**src/rtl/prk_pkg.sv**
```systemverilog
// ----------------------------------------------------------------------------
// Permutation rank package
// Shared widths, the rank modulus and the sequencer state encoding.
// ----------------------------------------------------------------------------
package prk_pkg;

  // value space and field widths
  localparam int MaxLength = 256;
  localparam int IdxW      = $clog2(MaxLength);
  localparam int LenW      = IdxW + 1;
  localparam int RankW     = 30;

  // modulus, kept at 32 bits so 2*p fits
  localparam int RedW = RankW + 2;
  localparam logic [RedW-1:0] RankPrime  = RedW'(998244353);
  localparam logic [RedW-1:0] RankPrime2 = RedW'(2 * 998244353);

  // seen-flag scan: one chunk of flags per cycle
  localparam int ChunkW    = 32;
  localparam int NumChunks = MaxLength / ChunkW;
  localparam int ChunkIdxW = $clog2(NumChunks);
  localparam int CntW      = $clog2(ChunkW + 1);

  // run phase covers both the multiplier bits and the flag chunks
  localparam int RunSteps = (LenW > NumChunks) ? LenW : NumChunks;
  localparam int StepW    = $clog2(RunSteps);

  // sequencer states, one-hot
  typedef enum logic [2:0] {
    S_IDLE = 3'b001,
    S_RUN  = 3'b010,
    S_FOLD = 3'b100
  } state_e;

endpackage

```
**src/rtl/permutation_rank_mod_prime.sv**
```systemverilog
// ----------------------------------------------------------------------------
// Permutation rank modulo 998244353
// Takes the elements of a permutation one word at a time, forms each Lehmer
// digit by scanning the seen flags, and folds it into the rank by Horner steps.
// ----------------------------------------------------------------------------
// Per element word: accept in S_IDLE, run steps set by the bit-serial modular
//   multiplier over the 9-bit factor, then fold; no new word until idle again.
// The result is registered at the last word's fold, held while output is busy.
// The 256 seen flags are scanned 32 per cycle alongside the multiplier.
// Reset (rst_ni low, asynchronous): length 1, flags, rank, position and error
//   cleared, no result pending. A length write also starts a new permutation.
module permutation_rank_mod_prime
  import prk_pkg::*;
(
  input  logic             clk_i,
  input  logic             rst_ni,
  // configuration
  input  logic             cfg_we_i,
  input  logic [LenW-1:0]  cfg_wdata_i,
  // element words
  input  logic             in_valid_i,
  output logic             in_ready_o,
  input  logic [IdxW-1:0]  element_value_i,
  // result words
  output logic             out_valid_o,
  input  logic             out_ready_i,
  output logic [RankW-1:0] rank_mod_o,
  output logic             bad_input_o
);

  state_e               state_q, state_d;
  logic [LenW-1:0]      len_q;
  logic [LenW-1:0]      n_eff;
  logic [MaxLength-1:0] seen_q;
  logic [RankW-1:0]     acc_q, acc_d;
  logic [LenW-1:0]      pos_q, pos_next;
  logic                 err_q;
  logic [IdxW-1:0]      val_q;
  logic                 skip_q;        // out of range or repeated
  logic [LenW-1:0]      mul_q;         // factor n - i, shifted MSB first
  logic [RankW-1:0]     prod_q;        // running acc * factor mod p
  logic [LenW-1:0]      below_q;       // seen values below val_q
  logic [StepW-1:0]     step_q;
  logic                 out_valid_q;
  logic [RankW-1:0]     out_rank_q;
  logic                 out_bad_q;

  logic                 accept;
  logic                 in_skip;
  logic                 last_step;
  logic                 done;
  logic                 fold_go;
  logic                 out_free;
  logic [RedW-1:0]      dbl_sum;
  logic [RedW-1:0]      dbl_red;
  logic [ChunkIdxW-1:0] chunk_idx;
  logic [ChunkW-1:0]    chunk_bits;
  logic [ChunkW-1:0]    chunk_mask;
  logic [CntW-1:0]      chunk_cnt;
  logic [IdxW-1:0]      digit;
  logic [RedW-1:0]      fold_sum;

  // clamp the programmed length to 1..MaxLength
  always_comb begin
    if (len_q == '0) begin
      n_eff = LenW'(1);
    end else if (len_q > LenW'(MaxLength)) begin
      n_eff = LenW'(MaxLength);
    end else begin
      n_eff = len_q;
    end
  end

  assign in_ready_o = (state_q == S_IDLE);
  assign accept     = in_valid_i && in_ready_o;
  assign in_skip    = ({1'b0, element_value_i} >= n_eff) || seen_q[element_value_i];
  assign last_step  = (step_q == StepW'(RunSteps - 1));

  // modular double-and-add step: r = 2r + bit*acc, reduced below p
  always_comb begin
    dbl_sum = {1'b0, prod_q, 1'b0} + (mul_q[LenW-1] ? RedW'(acc_q) : '0);
    if (dbl_sum >= RankPrime2) begin
      dbl_red = dbl_sum - RankPrime2;
    end else if (dbl_sum >= RankPrime) begin
      dbl_red = dbl_sum - RankPrime;
    end else begin
      dbl_red = dbl_sum;
    end
  end

  // count seen flags below val_q in the current chunk
  assign chunk_idx  = step_q[ChunkIdxW-1:0];
  assign chunk_bits = seen_q[chunk_idx*ChunkW +: ChunkW];

  always_comb begin
    if (chunk_idx < val_q[IdxW-1 -: ChunkIdxW]) begin
      chunk_mask = '1;
    end else if (chunk_idx == val_q[IdxW-1 -: ChunkIdxW]) begin
      chunk_mask = ~({ChunkW{1'b1}} << val_q[IdxW-ChunkIdxW-1:0]);
    end else begin
      chunk_mask = '0;
    end
  end

  always_comb begin
    chunk_cnt = '0;
    for (int j = 0; j < ChunkW; j++) begin
      chunk_cnt = chunk_cnt + CntW'(chunk_bits[j] & chunk_mask[j]);
    end
  end

  // fold the digit into the product
  assign digit    = skip_q ? '0 : (val_q - below_q[IdxW-1:0]);
  assign fold_sum = RedW'(prod_q) + RedW'(digit);
  assign acc_d    = (fold_sum >= RankPrime) ? RankW'(fold_sum - RankPrime)
                                            : fold_sum[RankW-1:0];
  assign pos_next = pos_q + LenW'(1);
  assign done     = (pos_next >= n_eff);
  assign out_free = !out_valid_q || out_ready_i;
  assign fold_go  = (state_q == S_FOLD) && (!done || out_free);

  // sequencer
  always_comb begin
    state_d = state_q;
    case (state_q)
      S_IDLE: begin
        if (accept) state_d = S_RUN;
      end
      S_RUN: begin
        if (last_step) state_d = S_FOLD;
      end
      S_FOLD: begin
        if (fold_go) state_d = S_IDLE;
      end
      default: state_d = S_IDLE;
    endcase
  end

  always_ff @(posedge clk_i or negedge rst_ni) begin
    if (!rst_ni) begin
      state_q <= S_IDLE;
    end else begin
      state_q <= state_d;
    end
  end

  // per-permutation state: length, flags, rank, position, error
  always_ff @(posedge clk_i or negedge rst_ni) begin
    if (!rst_ni) begin
      len_q  <= LenW'(1);
      seen_q <= '0;
      acc_q  <= '0;
      pos_q  <= '0;
      err_q  <= 1'b0;
    end else if (cfg_we_i) begin
      len_q  <= cfg_wdata_i;
      seen_q <= '0;
      acc_q  <= '0;
      pos_q  <= '0;
      err_q  <= 1'b0;
    end else if (fold_go) begin
      if (done) begin
        seen_q <= '0;
        acc_q  <= '0;
        pos_q  <= '0;
        err_q  <= 1'b0;
      end else begin
        if (!skip_q) seen_q[val_q] <= 1'b1;
        acc_q <= acc_d;
        pos_q <= pos_next;
        err_q <= err_q | skip_q;
      end
    end
  end

  // working registers of the current element
  always_ff @(posedge clk_i or negedge rst_ni) begin
    if (!rst_ni) begin
      step_q <= '0;
    end else if (accept) begin
      step_q <= '0;
    end else if (state_q == S_RUN) begin
      step_q <= step_q + StepW'(1);
    end
  end

  always_ff @(posedge clk_i) begin
    if (accept) begin
      val_q   <= element_value_i;
      skip_q  <= in_skip;
      mul_q   <= n_eff - pos_q;
      prod_q  <= '0;
      below_q <= '0;
    end else if (state_q == S_RUN) begin
      if (step_q >= StepW'(RunSteps - LenW)) begin
        prod_q <= dbl_red[RankW-1:0];
        mul_q  <= mul_q << 1;
      end
      if (step_q < StepW'(NumChunks)) begin
        below_q <= below_q + LenW'(chunk_cnt);
      end
    end
  end

  // result register
  always_ff @(posedge clk_i or negedge rst_ni) begin
    if (!rst_ni) begin
      out_valid_q <= 1'b0;
    end else if (fold_go && done) begin
      out_valid_q <= 1'b1;
    end else if (out_ready_i) begin
      out_valid_q <= 1'b0;
    end
  end

  always_ff @(posedge clk_i) begin
    if (fold_go && done) begin
      out_rank_q <= acc_d;
      out_bad_q  <= err_q | skip_q;
    end
  end

  assign out_valid_o = out_valid_q;
  assign rank_mod_o  = out_rank_q;
  assign bad_input_o = out_bad_q;

  // checks
  a_pos_in_range: assert property (@(posedge clk_i) disable iff (!rst_ni)
    (state_q == S_IDLE) |-> (pos_q < n_eff))
    else $error("position count reached the length while idle");

  a_acc_reduced: assert property (@(posedge clk_i) disable iff (!rst_ni)
    RedW'(acc_q) < RankPrime)
    else $error("rank accumulator not reduced");

  a_run_start: assert property (@(posedge clk_i) disable iff (!rst_ni)
    accept |=> (state_q == S_RUN) && (step_q == '0))
    else $error("accepted word did not start a run");

endmodule
```
**config.mk**
```make
export PLATFORM = sky130hd
export DESIGN_NAME = permutation_rank_mod_prime
export DESIGN_NICKNAME = d
export VERILOG_FILES = /design/src/rtl/prk_pkg.sv /design/src/rtl/permutation_rank_mod_prime.sv
export SDC_FILE = /design/constraint.sdc
export NUM_CORES = 1
export LEC_CHECK = 0
export BUFFER_PORTS_ARGS = -buffer_cell sky130_fd_sc_hd__buf_4
export CAP_MARGIN = 10
export CORE_MARGIN = 2
export CORE_UTILIZATION = 45
export DETAILED_ROUTE_END_ITERATION = 6
export PLACE_DENSITY = 0.6
export RECOVER_POWER = 50
export SYNTH_ARGS = -nofsm -noshare
export SYNTH_HDL_FRONTEND = slang
export SYNTH_SLANG_ARGS = --single-unit
```
**constraint.sdc**
```tcl
create_clock -name clk_i -period 23.1 [get_ports clk_i]
set_input_delay 5.775 -clock clk_i [delete_from_list [all_inputs] [get_ports clk_i]]
set_output_delay 5.775 -clock clk_i [all_outputs]
set_load 0.005 [all_outputs]
```
Word level (Yosys, flattened, before mapping)
Index checks and enable logic that the tools add are counted.
{ "op_classes": {"n_addsub": 41, "n_lt_le_gt_ge": 12, "eq_ne": 9, "shifts": 2, "n_mux": 37, "bitwise": 35, "reduce_logical": 19} }
{ "op_table": {"columns": ["cell", "count"], "rows": [
  ["$mux W256", 4],
  ["$or A256 B256 Y256", 1],
  ["$shiftx A256 B9 Y32", 1],
  ["$mux W30", 7],
  ["$add A6 B1 Y6", 26],
  ["$sub A30 B30 Y30 const B", 3],
  ["$mux W9", 8],
  ["$mux W32", 2],
  ["$add A31 B30 Y32", 1],
  ["$and A1 B1 Y1", 32],
  ["$ge A32 B30 Y1 const B", 1],
  ["$ge A32 B31 Y1 const B", 1],
  ["$not A32 Y32", 1],
  ["$shl A32 B5 Y32 const A", 1],
  ["$add A30 B8 Y31", 1],
  ["$ge A31 B30 Y1 const B", 1],
  ["$lt A8 B9 Y1 const B", 2],
  ["$add A9 B1 Y9 const B", 1],
  ["$add A9 B6 Y9", 1],
  ["$ge A8 B9 Y1", 1],
  ["$ge A9 B9 Y1", 1],
  ["$gt A9 B9 Y1 const B", 1],
  ["$logic_not A9 Y1", 1],
  ["$mux W3", 3],
  ["other kinds (33)", 53]
]} }
{ "word_totals": {"reg_bits": 401, "wordCells": 170} }

Depth between registers and ports, before layout
Gate-level depths: netlist of run 1.
{ "depth": {"word_depth": 37, "ltp_mapped": 32, "ltp_nobuf": 28} }

Least setup slack after synthesis of run 1
No wires, ideal clock.
{ "synth_path": {"path_type": "input to register", "from": "input element_value_i[1]", "to": "register skip_q, data pin", "setup_ps": 259, "arrival_ps": 8766, "t_required_ps": 22841, "path_slack_ps": 14075, "stages": 7, "path_cell_list": "clkbuf_1 > buf_1 > mux4_2 > mux4_2 > mux4_2 > mux4_2 > o21bai_1"} }
{ "synth_between": {"elab_chain_cells": 3, "elab_cells_between_ends": 4} }
{ "synth_lines": {"columns": ["item", "line_no", "text"], "rows": [
  ["start, declared", "permutation_rank_mod_prime.sv:23", "input logic [IdxW-1:0] element_value_i,"],
  ["$bmux W1 S8", "permutation_rank_mod_prime.sv:76", "assign in_skip = ({1'b0, element_value_i} >= n_eff) || seen_q[element_value_i];"],
  ["$mux W1 (not written as such)", "permutation_rank_mod_prime.sv:76", null],
  ["$logic_or A1 B1 Y1 (*)", "permutation_rank_mod_prime.sv:76", null],
  ["net in_skip", "permutation_rank_mod_prime.sv:49", "logic in_skip;"],
  ["end signal, assigned", "permutation_rank_mod_prime.sv:190", "skip_q <= in_skip;"],
  ["end, declared", "permutation_rank_mod_prime.sv:39", "logic skip_q;"]
]} }
Mark *: on every way through the listed nets, which the timed path passes. The rest lies on a longest branch. The select of a mux whose other input is x is not followed.
A chain may end at the register's enable or synchronous reset.

==> impl_metrics.json, run 1 <==
{
  "crit_path_cell_trace": "clkbuf_1 > clkbuf_1",
  "clkLatencyLatePin_ns": 0.63,
  "cts_made_buffers": 48,
  "path_clk_slew_ns": 0.06,
  "power_w": 0.00205,
  "critPathRequiredTime_ns": 22.89,
  "hold_class": "register to register",
  "num_antenna_cells": 0,
  "cp-start-kind": "input pin",
  "ir_worst_vdd_uv": 60.3,
  "io_buffers": 54,
  "finalSetupViolations": 0,
  "synth_top_family_by_area": "compound AO/OA/AOI/OAI gates",
  "final_cells": 3304,
  "yosys.area_share.simple_pct": 15.8,
  "fp.dieW_microns": 242,
  "rsz0062_at_grt": "no",
  "worst_pin_slew_ns": 5.58,
  "synthXorXnorAreaFrac_pct": 3.76,
  "die_h_microns": 242,
  "num_vias": 20400,
  "wl_per_cell_microns": 23.9,
  "layout-drive-gt1-share_pct": 12.9,
  "drv_slew": 442,
  "period_share_pct": 56.5,
  "cts.sinks": 400,
  "final_common_cell": "dfrtp_1",
  "antenna_found_initial": 0,
  "critPathKind": "input pin to asynchronous set/reset pin",
  "boundaryPins": 55,
  "cts_resized": 0,
  "cts_max_level": 2,
  "end_kind": "asynchronous set/reset pin",
  "slowest_delay_ns": 3.79,
  "max_slew_margin_pct": -272,
  "yosys_warnings": 0,
  "globalRoute.totalOverflow": 0,
  "grt_util_all_layers_pct": 27.1,
  "crit_family": "buffers and inverters",
  "synth_top_cell_by_area": "dfrtp_1",
  "drc": 0,
  "pwr_density_cell_mw_per_mm2": 73.5,
  "core_sq_mm": 0.0562,
  "grt_pass1_wl_microns": 123000,
  "n_fill_cell": 5202,
  "status": "complete, but fails checks",
  "ys.flop_type": "dfrtp_1",
  "start_util_pct": 45.3,
  "dp_hpwl_microns": 57200,
  "cts_tree": "yes",
  "grt_pass1_vias": 20300,
  "synth_cells": 2544,
  "fin_crit_ns": 13.06,
  "antenna_left": 0,
  "drv_cap": 9,
  "hold_ws_ns": 0.491,
  "synthMuxAreaShare_pct": 14.1,
  "syn_nets": 2693,
  "tns_ns": 0,
  "synth-edff-count": 49,
  "synth-compound-area-share_pct": 15.9,
  "arrival_ns": 12.85,
  "timing.critical_path.mode_cell": "clkbuf_1",
  "std_cell_rows": 87,
  "p_leak_nw": 11.7,
  "cts-hold-fix-buffers": 0,
  "nets": 2657,
  "dp.cells": 3214,
  "synth.area.top_cells": "dfrtp_1 (31%), mux4_2 (13%), edfxtp_1 (5.8%), ha_1 (4.8%), nand2_1 (4.4%)",
  "synth_cell_types": 88,
  "clk_path_buf_depth": 3,
  "netlist_area_sq_mm": 0.0254,
  "wl_microns": 78900,
  "fmax_mhz": 76.6,
  "postCtsSetupBuffers": 0,
  "syn_to_final_growth_pct": 9.78,
  "grt_max_degree": 104,
  "die-area_sq_mm": 0.0585,
  "violations": "max-capacitance violations, max-slew violations",
  "crit_buf_inv": 2,
  "synth.avg_cell_area_sq_um": 10.0,
  "firstDrtPassIters": 5,
  "skew_ns": 0.0471,
  "crit_slowest_cell": "clkbuf_1",
  "crit_path_max_fanout": 103,
  "postPlaceCellArea_sq_mm": 0.0264,
  "drt_iter0_drc": 1931,
  "yosysSeqAreaShare_pct": 39.6,
  "cts_root_buffer": "clkbuf_16",
  "place.gp.congestion": 0.996,
  "ys_seq_elements": 400,
  "netlist.area_leader.share_pct": 30.6,
  "hold_viol": 0,
  "async_flop_share_pct": 78.3,
  "yosys.area_share.adder_pct": 7.13,
  "layout_common_cells": "dfrtp_1 (308), nand2_1 (302), o21ai_0 (221)",
  "via_per_inst": 6.19,
  "final_area_sq_mm": 0.0279
}
power by group:
part           internal [W]  switching (W)
logic              0.000150       0.000301
clock network      0.000484       0.000330
registers          0.000741      0.0000472
total               0.00138       0.000678
metal layers:
metal,wire (microns),GRT usage [%]
met4,3970,11.8
met2,38900,46.5
met3,4960,3.87
met5,0,0
met1,31000,34.2
synth_stat cells, types with 6 or more instances:
library cell	number
nor3b_1	8
o31ai_1	8
and3_1	21
a22o_1	44
a211oi_1	12
nand2b_1	37
a21oi_1	160
nand2_1	301
inv_1	77
ha_1	97
nand3_1	60
buf_1	21
mux2i_1	10
mux2_2	12
or2_2	10
edfxtp_1	49
a21boi_0	6
nor2_1	216
dfxtp_1	38
a21o_1	45
clkbuf_1	134
xor2_1	42
nand4_1	28
o21ai_0	218
xnor2_1	64
and2_1	51
nor3_1	47
o221ai_1	25
dfrtp_1	311
nor4_1	23
or3_1	15
nor2b_1	16
a31oi_1	11
fa_1	30
mux4_2	149
o211ai_1	20
a211o_1	6
o21a_1	17
registers in the layout, summed over array words and instances (netlist names), 3 cells and up:
signal      cells
pos_q           9
val_q           8
seen_q        256
rank_mod_o     30
mul_q           9
acc_q          30
prod_q         30
len_q           9
below_q         8
step_q          4
state_q         3
cell families (layout without fill, tap and decap cells):
| group | Yosys count | after routing |
|---|---|---|
| multiplexers | 171 | 171 |
| buffers and inverters | 243 | 247 |
| AND/OR/NAND/NOR | 859 | 859 |
| AO/OA/AOI/OAI | 637 | 637 |
| flip-flops | 400 | 400 |
| adder cells (fa/ha/maj) | 127 | 127 |
| XOR/XNOR | 107 | 107 |
area by class of cell:
type / count / area (sq um) / area share (%)
multi-input combinational: 1901 / 14400 / 51.6
sequential: 400 / 10100 / 36.1
clock buffer: 59 / 1300 / 4.66
tap: 756 / 946 / 3.39
timing repair buffer: 78 / 480 / 1.72
clock inverter: 31 / 412 / 1.47
inverter: 79 / 297 / 1.06
path summary, 6_finish.rpt:
path                               end  slack, ns                from  depth (start not counted)
max                        seen_q[242]      10.04              rst_ni                          2
min                          acc_q[29]       0.49           acc_q[29]                          1
max reg2reg                  acc_q[28]      14.18            val_q[0]                         24
min reg2reg                  acc_q[29]       0.49           acc_q[29]                          1
max in group clk_i              skip_q      12.63  element_value_i[0]                          6
min in group asynchronous     acc_q[6]       7.21              rst_ni                          1
through the flow:
stage	setup WS, ns	utilization (%)
after floorplan	14.08	-
final	10.04	49.7
after CTS	14.19	50.0
after global placement	13.65	47.0
after global routing	8.28	49.7
after detailed placement	13.55	47.0
Power figures use the tool's default switching activity.
==> run 2: changes to the inputs <==
--- a/config.mk
+++ b/config.mk
@@ -10,7 +10,7 @@
 export CORE_MARGIN = 2
 export CORE_UTILIZATION = 45
 export DETAILED_ROUTE_END_ITERATION = 6
-export PLACE_DENSITY = 0.6
+export PLACE_DENSITY = 0.63
 export RECOVER_POWER = 50
 export SYNTH_ARGS = -nofsm -noshare
 export SYNTH_HDL_FRONTEND = slang
==> constraint.sdc (replaced) <==
create_clock -name clk_i -period 11.7 [get_ports clk_i]
set_input_delay 2.925 -clock clk_i [delete_from_list [all_inputs] [get_ports clk_i]]
set_output_delay 2.925 -clock clk_i [all_outputs]
set_load 0.005 [all_outputs]
==> impl_metrics.json, run 2 (synthesis results as in run 1) <==
{
  "status": "complete, but fails checks",
  "violations": "max-capacitance violations, max-slew violations",
  "std_cell_rows": 87,
  "cts-hold-fix-buffers": 0,
  "postPlaceCellArea_sq_mm": 0.0263,
  "grt_pass1_wl_microns": 123000,
  "cts_made_buffers": 46,
  "layout-drive-gt1-share_pct": 12.9,
  "drv_slew": 333,
  "die-area_sq_mm": 0.0585,
  "firstDrtPassIters": 5,
  "hold_class": "register to register",
  "grt_pass1_vias": 20100,
  "wl_per_cell_microns": 24.0,
  "power_frac_seq_pct": 39.9,
  "crit_path_max_fanout": 66,
  "die_h_microns": 242,
  "wl_microns": 79100,
  "ir_worst_vdd_uv": 121,
  "use_met3_pct": 4.25,
  "syn_to_final_growth_pct": 9.11,
  "critPathKind": "input pin to register",
  "worst_pin_slew_ns": 4.34,
  "final_area_sq_mm": 0.0278,
  "clk_path_buf_depth": 3,
  "end_kind": "register",
  "skew_ns": 0.0440,
  "timing.critical_path.mode_cell": "mux4_2",
  "max_slew_margin_pct": -189,
  "drv_cap": 7,
  "path_clk_slew_ns": 0.06,
  "regMostFlops": "seen_q",
  "arrival_ns": 8.27,
  "num_vias": 20600,
  "tns_ns": 0,
  "slowest_delay_ns": 2.87,
  "num_antenna_cells": 0,
  "drt_iter0_drc": 1952,
  "fmax_mhz": 126,
  "power_frac_clock_pct": 37.1,
  "power_w": 0.00391,
  "io_buffers": 54,
  "cts_root_buffer": "clkbuf_16",
  "grt_max_degree": 118,
  "postCtsSetupBuffers": 0,
  "gr-max-usage-layer": "met2",
  "rsz0062_at_grt": "no",
  "p_leak_nw": 11.6,
  "crit_path_cell_trace": "clkbuf_1 > mux4_2 > mux4_2 > mux4_2 > mux4_2 > o21bai_1",
  "cts_resized": 0,
  "finalSetupViolations": 0,
  "period_share_pct": 67.6,
  "met1_usage_pct": 36.6,
  "boundaryPins": 55,
  "cp-start-kind": "input pin",
  "cts_tree": "yes",
  "pwr_density_cell_mw_per_mm2": 141,
  "fin_crit_ns": 7.91,
  "crit_buf_inv": 1,
  "met2_usage_pct": 42.8,
  "critPathRequiredTime_ns": 12.06,
  "antenna_left": 0,
  "via_per_inst": 6.25,
  "pwr-share-comb_pct": 23.0,
  "crit_slowest_cell": "clkbuf_1",
  "grt_util_all_layers_pct": 27.0,
  "cts_max_level": 2,
  "p_sw_share_pct": 34.3,
  "fp.dieW_microns": 242,
  "largest_reg_flops": 256,
  "nets": 2651,
  "cts.sinks": 400,
  "power.internal_w": 0.00257,
  "globalRoute.totalOverflow": 0,
  "antenna_found_initial": 0,
  "crit_family": "buffers and inverters",
  "hold_viol": 0,
  "drc": 0,
  "power_switching_w": 0.00134,
  "place.gp.congestion": 0.943,
  "clkLatencyLatePin_ns": 0.62,
  "final_common_cell": "dfrtp_1",
  "hold_ws_ns": 0.476,
  "layout_common_cells": "dfrtp_1 (308), nand2_1 (301), o21ai_0 (218)",
  "dp_hpwl_microns": 56500,
  "core_sq_mm": 0.0562,
  "start_util_pct": 45.3
}
-- run 2: cell count changes in the layout (fill, tap and decap cells not counted), sizes merged --
cell	before	now
clkinv	21	16
clkinvlp	3	2
clkbuf	110	112
bufinv	7	0
buf	27	29
inv	79	80
-- run 2: per-layer routing --
layer	vias up	wire (microns)
li1	9211	-
met1	10400	32900
met2	848	37100
met3	181	5400
met4	0	3630
met5	-	0
-- run 2: metrics by stage --
stage	cells	setup slack, ns	utilization (%)
finish	3296	3.79	49.4
global route	3296	3.38	49.4
CTS	3295	4.06	49.6
detailed placement	3209	4.13	46.9
global placement	3209	4.12	46.9
floorplan	2544	3.57	-
-- run 2: tightest hold or removal path, delay by kind of cell, from the launching register on --
family          cells  cell delay, ns
simple gates        1            0.06
compound gates      1            0.05
flops               1            0.32
-- run 2: path summary, 6_finish.rpt --
kind / start / cells past startpoint / slack (ns) / to
setup / recovery: element_value_i[0] / 6 / 3.79 / skip_q
max in group asynchronous: rst_ni / 2 / 4.37 / step_q[0]
setup reg to reg: step_q[1] / 24 / 4.05 / below_q[6]
min in group asynchronous: rst_ni / 1 / 2.40 / acc_q[18]
hold reg to reg: prod_q[3] / 2 / 0.48 / prod_q[3]
hold / removal: prod_q[3] / 2 / 0.48 / prod_q[3]
-- run 2: area by class of cell --
class	count	area [sq um]
timing repair buffer	74	485
inverter	79	297
sequential	400	10100
multi-input combinational	1901	14500
clock inverter	19	153
clock buffer	67	1350
fill	5177	28400
tap	756	946
-- run 2: power groups by stage --
stage	logic, W	clock network (W)	registers [W]
2_1_floorplan	0.000668	0	0.00151
3_3_place_gp	0.000883	0	0.00159
3_5_place_dp	0.000893	0	0.00159
4_1_cts	0.000896	0.00147	0.00156
5_1_grt	0.000979	0.00153	0.00157
6_report	0.000902	0.00145	0.00156
==> run 3: changes to the inputs <==
==> constraint.sdc (replaced) <==
create_clock -name clk_i -period 7.1 [get_ports clk_i]
set_input_delay 1.775 -clock clk_i [delete_from_list [all_inputs] [get_ports clk_i]]
set_output_delay 1.775 -clock clk_i [all_outputs]
set_load 0.005 [all_outputs]
==> impl_metrics.json, run 3 (synthesis results as in run 1) <==
{
  "final_common_cell": "dfrtp_1",
  "critPathRequiredTime_ns": 7.61,
  "drt_iter0_drc": 1857,
  "io_buffers": 54,
  "grt_pass1_vias": 20000,
  "crit_buf_inv": 4,
  "timing.critical_path.mode_cell": "fa_1",
  "path_clk_slew_ns": 0.06,
  "via_per_inst": 6.21,
  "hold_class": "register to register",
  "cts_tree": "yes",
  "cts_root_buffer": "clkbuf_16",
  "place.gp.congestion": 0.957,
  "worst_pin_slew_ns": 4.06,
  "critPathKind": "register to register",
  "fp.dieW_microns": 242,
  "seq_area_sq_mm": 0.0101,
  "layout_common_cells": "dfrtp_1 (308), nand2_1 (300), o21ai_0 (218)",
  "power_w": 0.00670,
  "start_util_pct": 45.3,
  "wl_microns": 78400,
  "num_vias": 20600,
  "clkLatencyLatePin_ns": 0.60,
  "max_slew_margin_pct": -171,
  "rsz0062_at_grt": "no",
  "status": "complete, but fails checks",
  "postPlaceCellArea_sq_mm": 0.0266,
  "die-area_sq_mm": 0.0585,
  "multi_input_area_sq_mm": 0.0145,
  "grt_util_all_layers_pct": 26.8,
  "std_cell_rows": 87,
  "postCtsSetupBuffers": 0,
  "crit_path_cell_trace": "ha_1 > a21o_1 > a21oi_2 > buf_6 > a21oi_1 > a211o_1 > fa_1 > fa_1 > fa_1 > fa_1 > fa_1 > inv_1 > fa_1 > inv_1 > fa_1 > inv_1 > fa_1 > a21o_1 > a21o_1 > a21o_1 > a21oi_1 > xnor2_1 > nand2_1 > a21oi_1",
  "fin_util_pct": 50.2,
  "grt_max_degree": 129,
  "globalRoute.totalOverflow": 0,
  "end_kind": "register",
  "grt_pass1_wl_microns": 122000,
  "boundaryPins": 55,
  "largest_reg_flops": 256,
  "dp_hpwl_microns": 57000,
  "cts.sinks": 400,
  "violations": "max-capacitance violations, max-slew violations",
  "hold_viol": 0,
  "final_area_sq_mm": 0.0282,
  "finalSetupViolations": 0,
  "n_fill_cell": 5170,
  "wl_per_cell_microns": 23.6,
  "nets": 2674,
  "drv_slew": 374,
  "crit_slowest_cell": "fa_1",
  "skew_ns": 0.0329,
  "arrival_ns": 7.34,
  "cp-start-kind": "register",
  "clk_path_buf_depth": 3,
  "drv_cap": 7,
  "firstDrtPassIters": 5,
  "slowest_delay_ns": 0.55,
  "tns_ns": 0,
  "core_sq_mm": 0.0562,
  "period_share_pct": 96.1,
  "crit_path_max_fanout": 17,
  "p_leak_nw": 11.8,
  "antenna_left": 0,
  "crit_family": "adder cells",
  "antenna_found_initial": 2,
  "regMostFlops": "seen_q",
  "layout-drive-gt1-share_pct": 14.1,
  "syn_to_final_growth_pct": 10.8,
  "cts_made_buffers": 46,
  "ir_worst_vdd_uv": 201,
  "worst_slack_ns": 0.274,
  "fin_crit_ns": 6.83,
  "dp_slack_ns": 0.234,
  "die_h_microns": 242,
  "pwr_density_cell_mw_per_mm2": 238,
  "fmax_mhz": 146,
  "cts_max_level": 2,
  "num_antenna_cells": 0,
  "drc": 0
}
==> run 3: worst paths after layout <==
| path | from | end | slack [ns] | cells past startpoint |
|---|---|---|---|---|
| worst max-delay path | step_q[1] | below_q[6] | 0.27 | 24 |
| worst min-delay path | prod_q[3] | prod_q[3] | 0.49 | 2 |
| worst max register to register | step_q[1] | below_q[6] | 0.27 | 24 |
| worst min register to register | prod_q[3] | prod_q[3] | 0.49 | 2 |
| max in group asynchronous | rst_ni | seen_q[155] | 2.10 | 2 |
| min in group asynchronous | rst_ni | acc_q[17] | 1.18 | 1 |
==> run 3: cell type report <==
class	instances	share of cell area, %
well taps	756	3.36
multi-input cells	1901	51.4
repair buffers	97	2.61
flip-flops and latches	400	35.7
inverters	79	1.05
clock inverters	24	1.15
clock buffers	61	4.64
==> run 3: power breakdown <==
group | switching [W] | leakage (nW) | internal (W)
clock | 0.00102 | 0.807 | 0.00156
combinational | 0.00109 | 5.88 | 0.000538
sequential | 0.0000924 | 5.10 | 0.00241
total | 0.00220 | 11.8 | 0.00451
==> run 3: metrics by stage <==
step / hold WS [ns] / std cells
5_1_grt: 0.509 / 3318
2_1_floorplan: 0.447 / 2544
6_report: 0.486 / 3318
4_1_cts: 0.485 / 3318
3_5_place_dp: 0.475 / 3233
3_3_place_gp: 0.477 / 3232
==> run 3: timing repair <==
item,CTS,global route
setup endpoints to repair,0,2
hold buffers,0,0
gates resized for setup,0,9
==> run 3: routing by layer <==
metal	vias up	global-route usage, %	part of all wire, %
met5	-	0	0.014
met4	2	11.1	4.6
met3	187	3.60	5.8
met2	791	44.1	48
met1	10300	35.9	42
li1	9279	-	-
==> run 3: worst reg2reg max path, cell delays in order, from the launching register on <==
cell	delay (ns)
dfrtp_4	0.51
ha_1	0.32
a21o_1	0.20
a21oi_2	0.18
buf_6	0.20
a21oi_1	0.07
a211o_1	0.27
fa_1	0.55
fa_1	0.53
fa_1	0.55
fa_1	0.45
fa_1	0.55
inv_1	0.06
fa_1	0.48
inv_1	0.09
fa_1	0.17
inv_1	0.06
fa_1	0.40
a21o_1	0.20
a21o_1	0.20
a21o_1	0.18
a21oi_1	0.18
xnor2_1	0.14
nand2_1	0.07
a21oi_1	0.17
